File: src/clxr_pkg.sv
// Shared types, codes and helper functions for the C subset token lexer.
package clxr_pkg;

    // Default sizes and the depth of the result queue.
    localparam int MAX_TOKENS_DEF = 8192;
    localparam int MAX_DIGITS_DEF = 63;
    localparam int QUEUE_DEPTH    = 4;

    // Largest value a number token can carry.
    localparam logic [30:0] NUM_MAX = 31'h7FFF_FFFF;

    // Scanner modes.
    localparam logic [2:0] MODE_IDLE    = 3'd0;
    localparam logic [2:0] MODE_IDENT   = 3'd1;
    localparam logic [2:0] MODE_NUMBER  = 3'd2;
    localparam logic [2:0] MODE_STRING  = 3'd3;
    localparam logic [2:0] MODE_ESCAPE  = 3'd4;
    localparam logic [2:0] MODE_SLASH   = 3'd5;
    localparam logic [2:0] MODE_COMMENT = 3'd6;
    localparam logic [2:0] MODE_ERROR   = 3'd7;

    // Result types.
    localparam logic [1:0] RT_TEXT  = 2'd0;
    localparam logic [1:0] RT_TOKEN = 2'd1;
    localparam logic [1:0] RT_ERROR = 2'd2;

    // Token kinds.
    localparam logic [3:0] KIND_EOF         = 4'd0;
    localparam logic [3:0] KIND_NAME        = 4'd1;
    localparam logic [3:0] KIND_NUM         = 4'd2;
    localparam logic [3:0] KIND_STR         = 4'd3;
    localparam logic [3:0] KIND_INT         = 4'd4;
    localparam logic [3:0] KIND_OPEN_PAREN  = 4'd5;
    localparam logic [3:0] KIND_CLOSE_PAREN = 4'd6;
    localparam logic [3:0] KIND_OPEN_BRACE  = 4'd7;
    localparam logic [3:0] KIND_CLOSE_BRACE = 4'd8;
    localparam logic [3:0] KIND_SEMI        = 4'd9;
    localparam logic [3:0] KIND_SEPARATOR   = 4'd10;
    localparam logic [3:0] KIND_RET         = 4'd11;

    // Error codes.
    localparam logic [1:0] ERR_UNTERMINATED = 2'd0;
    localparam logic [1:0] ERR_UNEXPECTED   = 2'd1;
    localparam logic [1:0] ERR_LONG_NUMBER  = 2'd2;
    localparam logic [1:0] ERR_TOO_MANY     = 2'd3;

    // Keyword match progress: how much of "int" or "return" has been seen.
    localparam logic [3:0] KW_NONE   = 4'd0;
    localparam logic [3:0] KW_I      = 4'd1;
    localparam logic [3:0] KW_IN     = 4'd2;
    localparam logic [3:0] KW_INT    = 4'd3;
    localparam logic [3:0] KW_R      = 4'd4;
    localparam logic [3:0] KW_RE     = 4'd5;
    localparam logic [3:0] KW_RET    = 4'd6;
    localparam logic [3:0] KW_RETU   = 4'd7;
    localparam logic [3:0] KW_RETUR  = 4'd8;
    localparam logic [3:0] KW_RETURN = 4'd9;

    // Source character codes.
    localparam logic [7:0] CH_TAB = 8'h09;
    localparam logic [7:0] CH_LF  = 8'h0A;

    typedef struct packed {
        logic [7:0] ch;
        logic       end_of_text;
    } char_word_t;

    typedef struct packed {
        logic [1:0]  result_type;
        logic [3:0]  token_kind;
        logic [30:0] number_value;
        logic [7:0]  text_char;
        logic [1:0]  error_code;
        logic [7:0]  bad_char;
        logic        last;
    } result_word_t;

    // Up to two results produced by one source byte.
    typedef struct packed {
        logic [1:0]   count;
        result_word_t first;
        result_word_t second;
    } step_out_t;

    // Outcome of lexing one byte from the idle mode.
    typedef struct packed {
        logic [2:0]   mode;
        logic [3:0]   kp;
        logic         start_num;
        logic         has;
        logic         tok_inc;
        result_word_t res;
    } idle_lex_t;

    function automatic result_word_t text_result(input logic [3:0] kind,
                                                 input logic [7:0] c);
        result_word_t r;
        r             = '0;
        r.result_type = RT_TEXT;
        r.token_kind  = kind;
        r.text_char   = c;
        return r;
    endfunction

    function automatic result_word_t token_result(input logic [3:0]  kind,
                                                  input logic [30:0] val);
        result_word_t r;
        r              = '0;
        r.result_type  = RT_TOKEN;
        r.token_kind   = kind;
        r.number_value = val;
        return r;
    endfunction

    function automatic result_word_t error_result(input logic [1:0] code,
                                                  input logic [7:0] bad);
        result_word_t r;
        r             = '0;
        r.result_type = RT_ERROR;
        r.error_code  = code;
        r.bad_char    = bad;
        return r;
    endfunction

    function automatic logic is_alpha(input logic [7:0] c);
        return (c inside {["a":"z"], ["A":"Z"]});
    endfunction

    function automatic logic is_digit(input logic [7:0] c);
        return (c inside {["0":"9"]});
    endfunction

    function automatic logic is_ident_char(input logic [7:0] c);
        return is_alpha(c) || is_digit(c) || (c == "_");
    endfunction

    // Advance the keyword match by one identifier character.
    function automatic logic [3:0] kw_next(input logic [3:0] kp, input logic [7:0] c);
        logic [3:0] r;
        r = KW_NONE;
        case (kp)
            KW_I:     r = (c == "n") ? KW_IN     : KW_NONE;
            KW_IN:    r = (c == "t") ? KW_INT    : KW_NONE;
            KW_R:     r = (c == "e") ? KW_RE     : KW_NONE;
            KW_RE:    r = (c == "t") ? KW_RET    : KW_NONE;
            KW_RET:   r = (c == "u") ? KW_RETU   : KW_NONE;
            KW_RETU:  r = (c == "r") ? KW_RETUR  : KW_NONE;
            KW_RETUR: r = (c == "n") ? KW_RETURN : KW_NONE;
            default:  r = KW_NONE;
        endcase
        return r;
    endfunction

    // Token kind of a single-character punctuator, or end of file if none.
    function automatic logic [3:0] punct_kind(input logic [7:0] c);
        logic [3:0] k;
        k = KIND_EOF;
        case (c)
            "(":     k = KIND_OPEN_PAREN;
            ")":     k = KIND_CLOSE_PAREN;
            "{":     k = KIND_OPEN_BRACE;
            "}":     k = KIND_CLOSE_BRACE;
            ";":     k = KIND_SEMI;
            ",":     k = KIND_SEPARATOR;
            default: k = KIND_EOF;
        endcase
        return k;
    endfunction

    // Lex one byte starting from the idle mode. The full flag says the token
    // budget is spent, so a punctuator raises the token limit error instead.
    function automatic idle_lex_t idle_lex(input logic [7:0] c, input logic full);
        idle_lex_t  r;
        logic [3:0] pk;
        r      = '0;
        r.mode = MODE_IDLE;
        r.kp   = KW_NONE;
        pk     = punct_kind(c);
        if (c inside {[CH_TAB:8'h0D], " "})
        begin
            r.mode = MODE_IDLE;
        end
        else if (c == "/")
        begin
            r.mode = MODE_SLASH;
        end
        else if (c == "\"")
        begin
            r.mode = MODE_STRING;
        end
        else if (is_alpha(c) || c == "_")
        begin
            r.mode = MODE_IDENT;
            r.kp   = (c == "i") ? KW_I : (c == "r") ? KW_R : KW_NONE;
            r.has  = 1'b1;
            r.res  = text_result(KIND_NAME, c);
        end
        else if (is_digit(c))
        begin
            r.mode      = MODE_NUMBER;
            r.start_num = 1'b1;
        end
        else if (pk != KIND_EOF)
        begin
            r.has = 1'b1;
            if (full)
            begin
                r.mode = MODE_ERROR;
                r.res  = error_result(ERR_TOO_MANY, 8'h00);
            end
            else
            begin
                r.tok_inc = 1'b1;
                r.res     = token_result(pk, 31'd0);
            end
        end
        else
        begin
            r.mode = MODE_ERROR;
            r.has  = 1'b1;
            r.res  = error_result(ERR_UNEXPECTED, c);
        end
        return r;
    endfunction

endpackage

File: src/clxr_core.sv
// Scanner state and the combinational step that turns one byte into results.
module clxr_core #(
    parameter int MAX_TOKENS = clxr_pkg::MAX_TOKENS_DEF,
    parameter int MAX_DIGITS = clxr_pkg::MAX_DIGITS_DEF
) (
    input  logic                  clk,
    input  logic                  rst_n,
    input  logic                  go,
    input  clxr_pkg::char_word_t  word,
    output clxr_pkg::step_out_t   step
);

    localparam int TW = $clog2(MAX_TOKENS + 1);
    localparam int DW = $clog2(MAX_DIGITS + 1);

    logic [2:0]    mode_reg, mode_next;
    logic [3:0]    kp_reg, kp_next;
    logic [30:0]   acc_reg, acc_next;
    logic [DW-1:0] dc_reg, dc_next;
    logic [TW-1:0] tok_reg, tok_next;

    logic [7:0]    c;
    logic          full0;
    logic          full1;
    logic [3:0]    digit;
    logic [34:0]   acc_x10;
    logic [30:0]   acc_sat;
    logic [3:0]    ident_kind;
    logic [7:0]    esc_char;

    clxr_pkg::idle_lex_t    idle_a;
    clxr_pkg::idle_lex_t    idle_b;
    clxr_pkg::result_word_t r0;
    clxr_pkg::result_word_t r1;
    logic [1:0]             n;

    assign c     = word.ch;
    assign full0 = (tok_reg >= TW'(MAX_TOKENS));
    assign full1 = (tok_reg >= TW'(MAX_TOKENS - 1));

    // Decimal accumulate with saturation.
    assign digit   = 4'(c - 8'h30);
    assign acc_x10 = ({4'b0, acc_reg} << 3) + ({4'b0, acc_reg} << 1) + {31'b0, digit};
    assign acc_sat = (acc_x10 > {4'b0, clxr_pkg::NUM_MAX}) ? clxr_pkg::NUM_MAX
                                                            : acc_x10[30:0];

    // Keyword kind of the identifier being finished, and escape decoding.
    assign ident_kind = (kp_reg == clxr_pkg::KW_INT)    ? clxr_pkg::KIND_INT :
                        (kp_reg == clxr_pkg::KW_RETURN) ? clxr_pkg::KIND_RET :
                                                          clxr_pkg::KIND_NAME;
    assign esc_char   = (c == "n") ? clxr_pkg::CH_LF :
                        (c == "t") ? clxr_pkg::CH_TAB : c;

    // The byte lexed from idle, either as the first or as the second result.
    assign idle_a = clxr_pkg::idle_lex(c, full0);
    assign idle_b = clxr_pkg::idle_lex(c, full1);

    // Next state and results for the byte in the input register.
    always_comb
    begin
        mode_next = mode_reg;
        kp_next   = kp_reg;
        acc_next  = acc_reg;
        dc_next   = dc_reg;
        tok_next  = tok_reg;
        r0        = '0;
        r1        = '0;
        n         = 2'd0;

        if (word.end_of_text)
        begin
            case (mode_reg)
                clxr_pkg::MODE_IDENT, clxr_pkg::MODE_NUMBER:
                begin
                    if (full0)
                    begin
                        r0 = clxr_pkg::error_result(clxr_pkg::ERR_TOO_MANY, 8'h00);
                        n  = 2'd1;
                    end
                    else
                    begin
                        r0 = (mode_reg == clxr_pkg::MODE_IDENT)
                           ? clxr_pkg::token_result(ident_kind, 31'd0)
                           : clxr_pkg::token_result(clxr_pkg::KIND_NUM, acc_reg);
                        r1 = full1
                           ? clxr_pkg::error_result(clxr_pkg::ERR_TOO_MANY, 8'h00)
                           : clxr_pkg::token_result(clxr_pkg::KIND_EOF, 31'd0);
                        n  = 2'd2;
                    end
                end
                clxr_pkg::MODE_STRING, clxr_pkg::MODE_ESCAPE:
                begin
                    r0 = clxr_pkg::error_result(clxr_pkg::ERR_UNTERMINATED, 8'h00);
                    n  = 2'd1;
                end
                clxr_pkg::MODE_SLASH:
                begin
                    r0 = clxr_pkg::error_result(clxr_pkg::ERR_UNEXPECTED, "/");
                    n  = 2'd1;
                end
                clxr_pkg::MODE_ERROR:
                begin
                    n = 2'd0;
                end
                default:
                begin
                    r0 = full0 ? clxr_pkg::error_result(clxr_pkg::ERR_TOO_MANY, 8'h00)
                               : clxr_pkg::token_result(clxr_pkg::KIND_EOF, 31'd0);
                    n  = 2'd1;
                end
            endcase
            // End of text returns everything to the reset state.
            mode_next = clxr_pkg::MODE_IDLE;
            kp_next   = clxr_pkg::KW_NONE;
            acc_next  = '0;
            dc_next   = '0;
            tok_next  = '0;
        end
        else
        begin
            case (mode_reg)
                clxr_pkg::MODE_IDENT, clxr_pkg::MODE_NUMBER:
                begin
                    if (mode_reg == clxr_pkg::MODE_IDENT && clxr_pkg::is_ident_char(c))
                    begin
                        r0      = clxr_pkg::text_result(clxr_pkg::KIND_NAME, c);
                        n       = 2'd1;
                        kp_next = clxr_pkg::kw_next(kp_reg, c);
                    end
                    else if (mode_reg == clxr_pkg::MODE_NUMBER && clxr_pkg::is_digit(c))
                    begin
                        if (dc_reg >= DW'(MAX_DIGITS))
                        begin
                            r0        = clxr_pkg::error_result(clxr_pkg::ERR_LONG_NUMBER,
                                                               8'h00);
                            n         = 2'd1;
                            mode_next = clxr_pkg::MODE_ERROR;
                        end
                        else
                        begin
                            dc_next  = dc_reg + DW'(1);
                            acc_next = acc_sat;
                        end
                    end
                    else
                    begin
                        // The token ends here; the byte is then lexed from idle.
                        kp_next  = clxr_pkg::KW_NONE;
                        acc_next = '0;
                        dc_next  = '0;
                        if (full0)
                        begin
                            r0        = clxr_pkg::error_result(clxr_pkg::ERR_TOO_MANY,
                                                               8'h00);
                            n         = 2'd1;
                            mode_next = clxr_pkg::MODE_ERROR;
                        end
                        else
                        begin
                            r0 = (mode_reg == clxr_pkg::MODE_IDENT)
                               ? clxr_pkg::token_result(ident_kind, 31'd0)
                               : clxr_pkg::token_result(clxr_pkg::KIND_NUM, acc_reg);
                            r1        = idle_b.res;
                            n         = idle_b.has ? 2'd2 : 2'd1;
                            mode_next = idle_b.mode;
                            kp_next   = idle_b.kp;
                            acc_next  = idle_b.start_num ? {27'b0, digit} : 31'd0;
                            dc_next   = idle_b.start_num ? DW'(1) : DW'(0);
                            tok_next  = tok_reg + TW'(1) + TW'(idle_b.tok_inc);
                        end
                    end
                end
                clxr_pkg::MODE_STRING:
                begin
                    if (c == "\"")
                    begin
                        n = 2'd1;
                        if (full0)
                        begin
                            r0        = clxr_pkg::error_result(clxr_pkg::ERR_TOO_MANY,
                                                               8'h00);
                            mode_next = clxr_pkg::MODE_ERROR;
                        end
                        else
                        begin
                            r0        = clxr_pkg::token_result(clxr_pkg::KIND_STR, 31'd0);
                            mode_next = clxr_pkg::MODE_IDLE;
                            tok_next  = tok_reg + TW'(1);
                        end
                    end
                    else if (c == "\\")
                    begin
                        mode_next = clxr_pkg::MODE_ESCAPE;
                    end
                    else
                    begin
                        r0 = clxr_pkg::text_result(clxr_pkg::KIND_STR, c);
                        n  = 2'd1;
                    end
                end
                clxr_pkg::MODE_ESCAPE:
                begin
                    r0        = clxr_pkg::text_result(clxr_pkg::KIND_STR, esc_char);
                    n         = 2'd1;
                    mode_next = clxr_pkg::MODE_STRING;
                end
                clxr_pkg::MODE_SLASH:
                begin
                    if (c == "/")
                    begin
                        mode_next = clxr_pkg::MODE_COMMENT;
                    end
                    else
                    begin
                        r0        = clxr_pkg::error_result(clxr_pkg::ERR_UNEXPECTED, "/");
                        n         = 2'd1;
                        mode_next = clxr_pkg::MODE_ERROR;
                    end
                end
                clxr_pkg::MODE_COMMENT:
                begin
                    if (c == clxr_pkg::CH_LF)
                    begin
                        mode_next = clxr_pkg::MODE_IDLE;
                    end
                end
                clxr_pkg::MODE_ERROR:
                begin
                    n = 2'd0;
                end
                default:
                begin
                    r0        = idle_a.res;
                    n         = idle_a.has ? 2'd1 : 2'd0;
                    mode_next = idle_a.mode;
                    kp_next   = idle_a.kp;
                    acc_next  = idle_a.start_num ? {27'b0, digit} : 31'd0;
                    dc_next   = idle_a.start_num ? DW'(1) : DW'(0);
                    tok_next  = tok_reg + TW'(idle_a.tok_inc);
                end
            endcase
            // An error clears the scan state but keeps the token count.
            if (mode_next == clxr_pkg::MODE_ERROR)
            begin
                kp_next  = clxr_pkg::KW_NONE;
                acc_next = '0;
                dc_next  = '0;
            end
        end
    end

    // Mark the final result of the byte and hand the pair to the queue.
    always_comb
    begin
        step        = '0;
        step.count  = go ? n : 2'd0;
        step.first  = r0;
        step.second = r1;
        step.first.last  = (n == 2'd1);
        step.second.last = 1'b1;
    end

    // Scanner state registers.
    always_ff @(posedge clk or negedge rst_n)
    begin
        if (!rst_n)
        begin
            mode_reg <= clxr_pkg::MODE_IDLE;
            kp_reg   <= clxr_pkg::KW_NONE;
            acc_reg  <= '0;
            dc_reg   <= '0;
            tok_reg  <= '0;
        end
        else if (go)
        begin
            mode_reg <= mode_next;
            kp_reg   <= kp_next;
            acc_reg  <= acc_next;
            dc_reg   <= dc_next;
            tok_reg  <= tok_next;
        end
    end

endmodule

File: src/clxr_queue.sv
// Small result queue that takes up to two words a cycle and gives out one unless the consumer stalls.
module clxr_queue (
    input  logic                    clk,
    input  logic                    rst_n,
    input  clxr_pkg::step_out_t     step,
    output logic                    room,
    output logic                    result_valid,
    input  logic                    result_stall,
    output clxr_pkg::result_word_t  result_word
);

    localparam int AW = $clog2(clxr_pkg::QUEUE_DEPTH);
    localparam int CW = $clog2(clxr_pkg::QUEUE_DEPTH + 1);

    clxr_pkg::result_word_t mem_reg [clxr_pkg::QUEUE_DEPTH];
    logic [AW-1:0]          wr_ptr_reg, wr_ptr_next;
    logic [AW-1:0]          rd_ptr_reg, rd_ptr_next;
    logic [CW-1:0]          count_reg, count_next;
    logic [AW-1:0]          wr_ptr_inc;
    logic                   pop;

    // Space for a full pair is required before a byte may be stepped.
    assign room         = (count_reg <= CW'(clxr_pkg::QUEUE_DEPTH - 2));
    assign result_valid = (count_reg != '0);
    assign result_word  = mem_reg[rd_ptr_reg];
    assign pop          = result_valid && !result_stall;
    assign wr_ptr_inc   = wr_ptr_reg + AW'(1);

    // Pointer and fill count update.
    assign wr_ptr_next = wr_ptr_reg + AW'(step.count);
    assign rd_ptr_next = rd_ptr_reg + AW'(pop);
    assign count_next  = count_reg + CW'(step.count) - CW'(pop);

    // Queue storage.
    always_ff @(posedge clk)
    begin
        if (step.count != 2'd0) begin
            mem_reg[wr_ptr_reg] <= step.first;
        end
        if (step.count == 2'd2) begin
            mem_reg[wr_ptr_inc] <= step.second;
        end
    end

    // Queue control.
    always_ff @(posedge clk or negedge rst_n)
    begin
        if (!rst_n) begin
            wr_ptr_reg <= '0;
            rd_ptr_reg <= '0;
            count_reg  <= '0;
        end
        else begin
            wr_ptr_reg <= wr_ptr_next;
            rd_ptr_reg <= rd_ptr_next;
            count_reg  <= count_next;
        end
    end

endmodule

File: src/c_subset_token_lexer_unit.sv
// A byte accepted into the input register is lexed once the queue has room; its results then enter the queue.
// Throughput: one source byte per cycle while the queue has room; each byte gives zero, one or two result words.
// A four-entry result queue absorbs two-result bytes; input stalls while it holds over two and a byte waits.
// Reset clears the scanner to idle with zero keyword, number, digit and token counts,
// and empties the input register and the result queue.
module c_subset_token_lexer_unit #(
    parameter int MAX_TOKENS = clxr_pkg::MAX_TOKENS_DEF,
    parameter int MAX_DIGITS = clxr_pkg::MAX_DIGITS_DEF
) (
    input  logic                    clk,
    input  logic                    rst_n,
    input  logic                    char_valid,
    output logic                    char_stall,
    input  clxr_pkg::char_word_t    char_word,
    output logic                    result_valid,
    input  logic                    result_stall,
    output clxr_pkg::result_word_t  result_word
);

    clxr_pkg::char_word_t in_word_reg, in_word_next;
    logic                 in_full_reg, in_full_next;
    logic                 room;
    logic                 advance;
    logic                 accept;
    clxr_pkg::step_out_t  step;

    // The held byte moves on when the queue can take a full pair.
    assign advance    = in_full_reg && room;
    assign char_stall = in_full_reg && !room;
    assign accept     = char_valid && !char_stall;

    assign in_full_next = accept || (in_full_reg && !advance);
    assign in_word_next = accept ? char_word : in_word_reg;

    // Input register.
    always_ff @(posedge clk)
    begin
        in_word_reg <= in_word_next;
    end

    always_ff @(posedge clk or negedge rst_n)
    begin
        if (!rst_n) begin
            in_full_reg <= 1'b0;
        end
        else begin
            in_full_reg <= in_full_next;
        end
    end

    // Lexer step and scanner state.
    clxr_core #(
        .MAX_TOKENS (MAX_TOKENS),
        .MAX_DIGITS (MAX_DIGITS)
    ) u_core (
        .clk   (clk),
        .rst_n (rst_n),
        .go    (advance),
        .word  (in_word_reg),
        .step  (step)
    );

    // Result queue toward the consumer.
    clxr_queue u_queue (
        .clk          (clk),
        .rst_n        (rst_n),
        .step         (step),
        .room         (room),
        .result_valid (result_valid),
        .result_stall (result_stall),
        .result_word  (result_word)
    );

endmodule

File: config.mk
export PLATFORM = sky130hd
export DESIGN_NAME = c_subset_token_lexer_unit
export DESIGN_NICKNAME = d
export VERILOG_FILES = /design/src/clxr_pkg.sv /design/src/clxr_core.sv /design/src/clxr_queue.sv /design/src/c_subset_token_lexer_unit.sv
export SDC_FILE = /design/constraint.sdc
export NUM_CORES = 1
export LEC_CHECK = 0
export ABC_AREA = 1
export CAP_MARGIN = 15
export CORE_MARGIN = 2
export CORE_UTILIZATION = 35
export DETAILED_ROUTE_END_ITERATION = 8
export DONT_BUFFER_PORTS = 1
export GPL_TIMING_DRIVEN = 0
export HOLD_SLACK_MARGIN = 0.03
export PLACE_DENSITY = 0.5
export SYNTH_ARGS = -nofsm -noshare
export SYNTH_HDL_FRONTEND = slang
export SYNTH_SLANG_ARGS = --single-unit
export TNS_END_PERCENT = 10
File: constraint.sdc
create_clock -name clk -period 4 [get_ports clk]
set_input_delay 0.6 -clock clk [delete_from_list [all_inputs] [get_ports clk]]
set_output_delay 0.6 -clock clk [all_outputs]
set_load 0.1 [all_outputs]
==> run summary <==
Max incr delay on CP: 700 ps
Post-Place Worst Slack: -589.5 ps
Sw Pwr: 10,060 uW
CTS clk-pin slew, worst paths: 60 ps
Post-route minimum period: 3954 ps
Tcrit/Tclk final: 0.9885
Netlist cell types: 57
Mapped Area: 0.01877 mm2
Critical Path Source Type: flip-flop
Skew final: 30.96 ps
Die area: 0.05551 mm2
Clock power frac: 0.195
Max reg flops: 224
Worst-Margin Slew: 1175 ps
Num CTS Buffers: 38
Yosys top cell area share: 0.1680
Layout Nets: 2,740
Worst R2R Start: in_word_reg[2]$_DFFE_PP_
Largest net degree at the start of global routing: 67
Setup_tns: 0 ps
Row Count: 84
Cell Int Power: 7781 uW
Seq/Total Area, Yosys: 0.3924
Ant diodes: 0
Longest Clk Path Bufs: 3
Reg power frac: 0.214
Worst rel slew slack: 0.2135
Vias per cell: 5.490
Reg2reg end: u_core.dc_reg[2]$_DFFE_PN0P_
Critical path, cell by cell: clkbuf_1 -> clkbuf_1 -> o21ai_0 -> o22ai_4
Area of the multi-input gates: 0.01068 mm2
Final hold vios: 0
Post-route DRC: 0
Vias in the first global route: 18,190
Die height: 235.6 um
CP Capture Type: output pin
CORE AREA: 0.05276 mm2
Critical path's most frequent cell: clkbuf_1
YS warnings: 0
Post-DRT Antenna Nets: 0
Synth Register Bits: 299
CP Class: flip-flop to output pin
Worst Hold Class: primary input to flip-flop
Syn Inst Count: 2,595
Area Growth Syn to Fin: 16.84%
Layout cell share with drive strength beyond 1: 0.09813
Mean Syn Cell Area: 7.234 um2
CP max stage cell: o22ai_4
Fmax: 0.2529 GHz
Most used flip-flop cell after synthesis: dfxtp_1
Antenna violations before repair: 0
Worst vdd ir: 326.0 uV
Fill cells: 5,547
Final setup vio count: 0
Max Cap Viol: 0
Leakage: 0.009525 uW
Pwr Density: 813.3 mW/mm2
Synth cell count leaders: nand2_1 (596), nand3_1 (324), nor2_1 (310)
Worst setup path start: u_queue.rd_ptr_reg[0]$_DFF_PN0_
PnR worst setup slack: 46.01 ps
Total track usage: 0.2501
RSZ-0062 raised after global routing: true
Vias post-DR: 18,490
Initial core utilization: 0.3558
Detailed Place HPWL: 52,940 um
PortBufs: 0
FF-to-FF setup slack: 130 ps
Syn_nets: 2,684
Ys async rst share: 0.2207
CTS H-tree lvls: 2
Final Wtd Congestion: 0.9355
Comb pwr share: 0.590
Most frequent cell after synthesis: nand2_1
Global-route wire length before repair: 108,700 um
Worst Reg-to-Reg Cells: 19
Routed wire length: 70,560 um
Gr ovfl total: 0
Crit path to: result_word[48]
Routed wire per std cell: 20.95 um
Worst-Skew Late Latency: 570 ps
Clock sinks: 299
FF/Latch Area: 0.007367 mm2
Largest area contributor in the netlist: edfxtp_1
CP Max Fanout: 10
Root Buffer: clkbuf_16
Final Max Slew Viols: 0
Hold Startpoint: char_word[4]
Die Wd: 235.6 um
Worst endpoint required time: 3400 ps
Outcome: complete, no violations
Main area contributors after synthesis: edfxtp_1 (17%), dfxtp_1 (14%), nand2_1 (12%)
EDFF count, synth: 105
I/O pin total: 71
CTS tree: built
Drt pass-1 iters: 6
Iteration-0 DRC Markers: 1,859
Sw Share: 0.5638
Worst path arrival time: 3350 ps
## through the flow
step | std cells | power [uW] | utilization | instance area (um2) | hold slack [ps]
floorplan | 2595 | 10910 | - | 18770 | 304.4
global placement | 3283 | 13130 | 0.3721 | 19630 | 309.6
detailed placement | 3291 | 13790 | 0.3825 | 20180 | 311.8
CTS | 3362 | 17690 | 0.4120 | 21740 | 98.24
global route | 3368 | 18620 | 0.4157 | 21930 | 106.0
finish | 3368 | 17840 | 0.4157 | 21930 | 123.2
## cells in the final DEF (no fill, tap or decap), drive strengths merged, types with 27 or more instances in the layout
| master | count |
|---|---|
| o21ai | 236 |
| buf | 90 |
| dfrtp | 66 |
| nor2 | 321 |
| clkbuf | 124 |
| nor3 | 27 |
| nand4 | 46 |
| o22ai | 111 |
| inv | 183 |
| edfxtp | 105 |
| nand2 | 611 |
| dfxtp | 128 |
| nand3 | 327 |
| a21oi | 96 |
| ha | 73 |
## what timing repair did
action                                 CTS  global route
hold buffers                             2             0
resized for setup                       40            30
endpoints found under the hold margin   66             0
pin swaps                                0             2
buffers inserted                         0             5
setup endpoints to repair              115           131
## area by class of cell
class / instances / share of cell area
sequential: 299 / 0.3359
timing repair buffer: 16 / 0.01261
inverter: 190 / 0.03303
multi-input combinational: 1960 / 0.4869
clock inverter: 16 / 0.006332
buffer: 146 / 0.03446
clock buffer: 53 / 0.05157
tap: 688 / 0.03925
## per-layer routing
layer / vias to the layer above / GRT usage / share of wire
li1: 8988 / - / -
met1: 8800 / 0.3416 / 0.45
met2: 607 / 0.4114 / 0.46
met3: 96 / 0.04022 / 0.063
met4: 0 / 0.06331 / 0.023
met5: - / 0 / 0
## worst min path at each step
stage / slack [ps] / cells after the start / endpoint
6_report: 120 / 0 / in_word_reg[4]$_DFFE_PP_
5_1_grt: 110 / 0 / in_word_reg[0]$_DFFE_PP_
4_1_cts: 100 / 0 / in_word_reg[4]$_DFFE_PP_
3_5_place_dp: 310 / 0 / u_core.acc_reg[20]$_DFFE_PN0P_
3_3_place_gp: 310 / 0 / u_core.acc_reg[20]$_DFFE_PN0P_
2_1_floorplan: 300 / 0 / in_full_reg$_DFF_PN0_
## power groups by stage
stage	registers, uW	clock network [uW]	logic (uW)
global route	3860	3660	11100
floorplan	3820	0	7090
finish	3820	3480	10500
CTS	3820	3530	10300
detailed placement	3880	0	9910
global placement	3890	0	9250
## critical path: cells and delay by family, from the launching register on
family,cells,cell delay [ps]
compound gates,2,1000
buf+inv,2,1270
flops,1,490
## cells by family (layout without fill, tap and decap cells)
family / Yosys count / in the layout / share of synthesized area
adder cells (fa/ha/maj): 76 / 76 / 0.05185
XOR/XNOR: 42 / 42 / 0.01959
AO/OA/AOI/OAI: 489 / 489 / 0.1450
buffers and inverters: 336 / 421 / 0.07831
AND/OR/NAND/NOR: 1353 / 1353 / 0.3128
flip-flops: 299 / 299 / 0.3924
No activity file was read; power rests on OpenSTA's default activity.
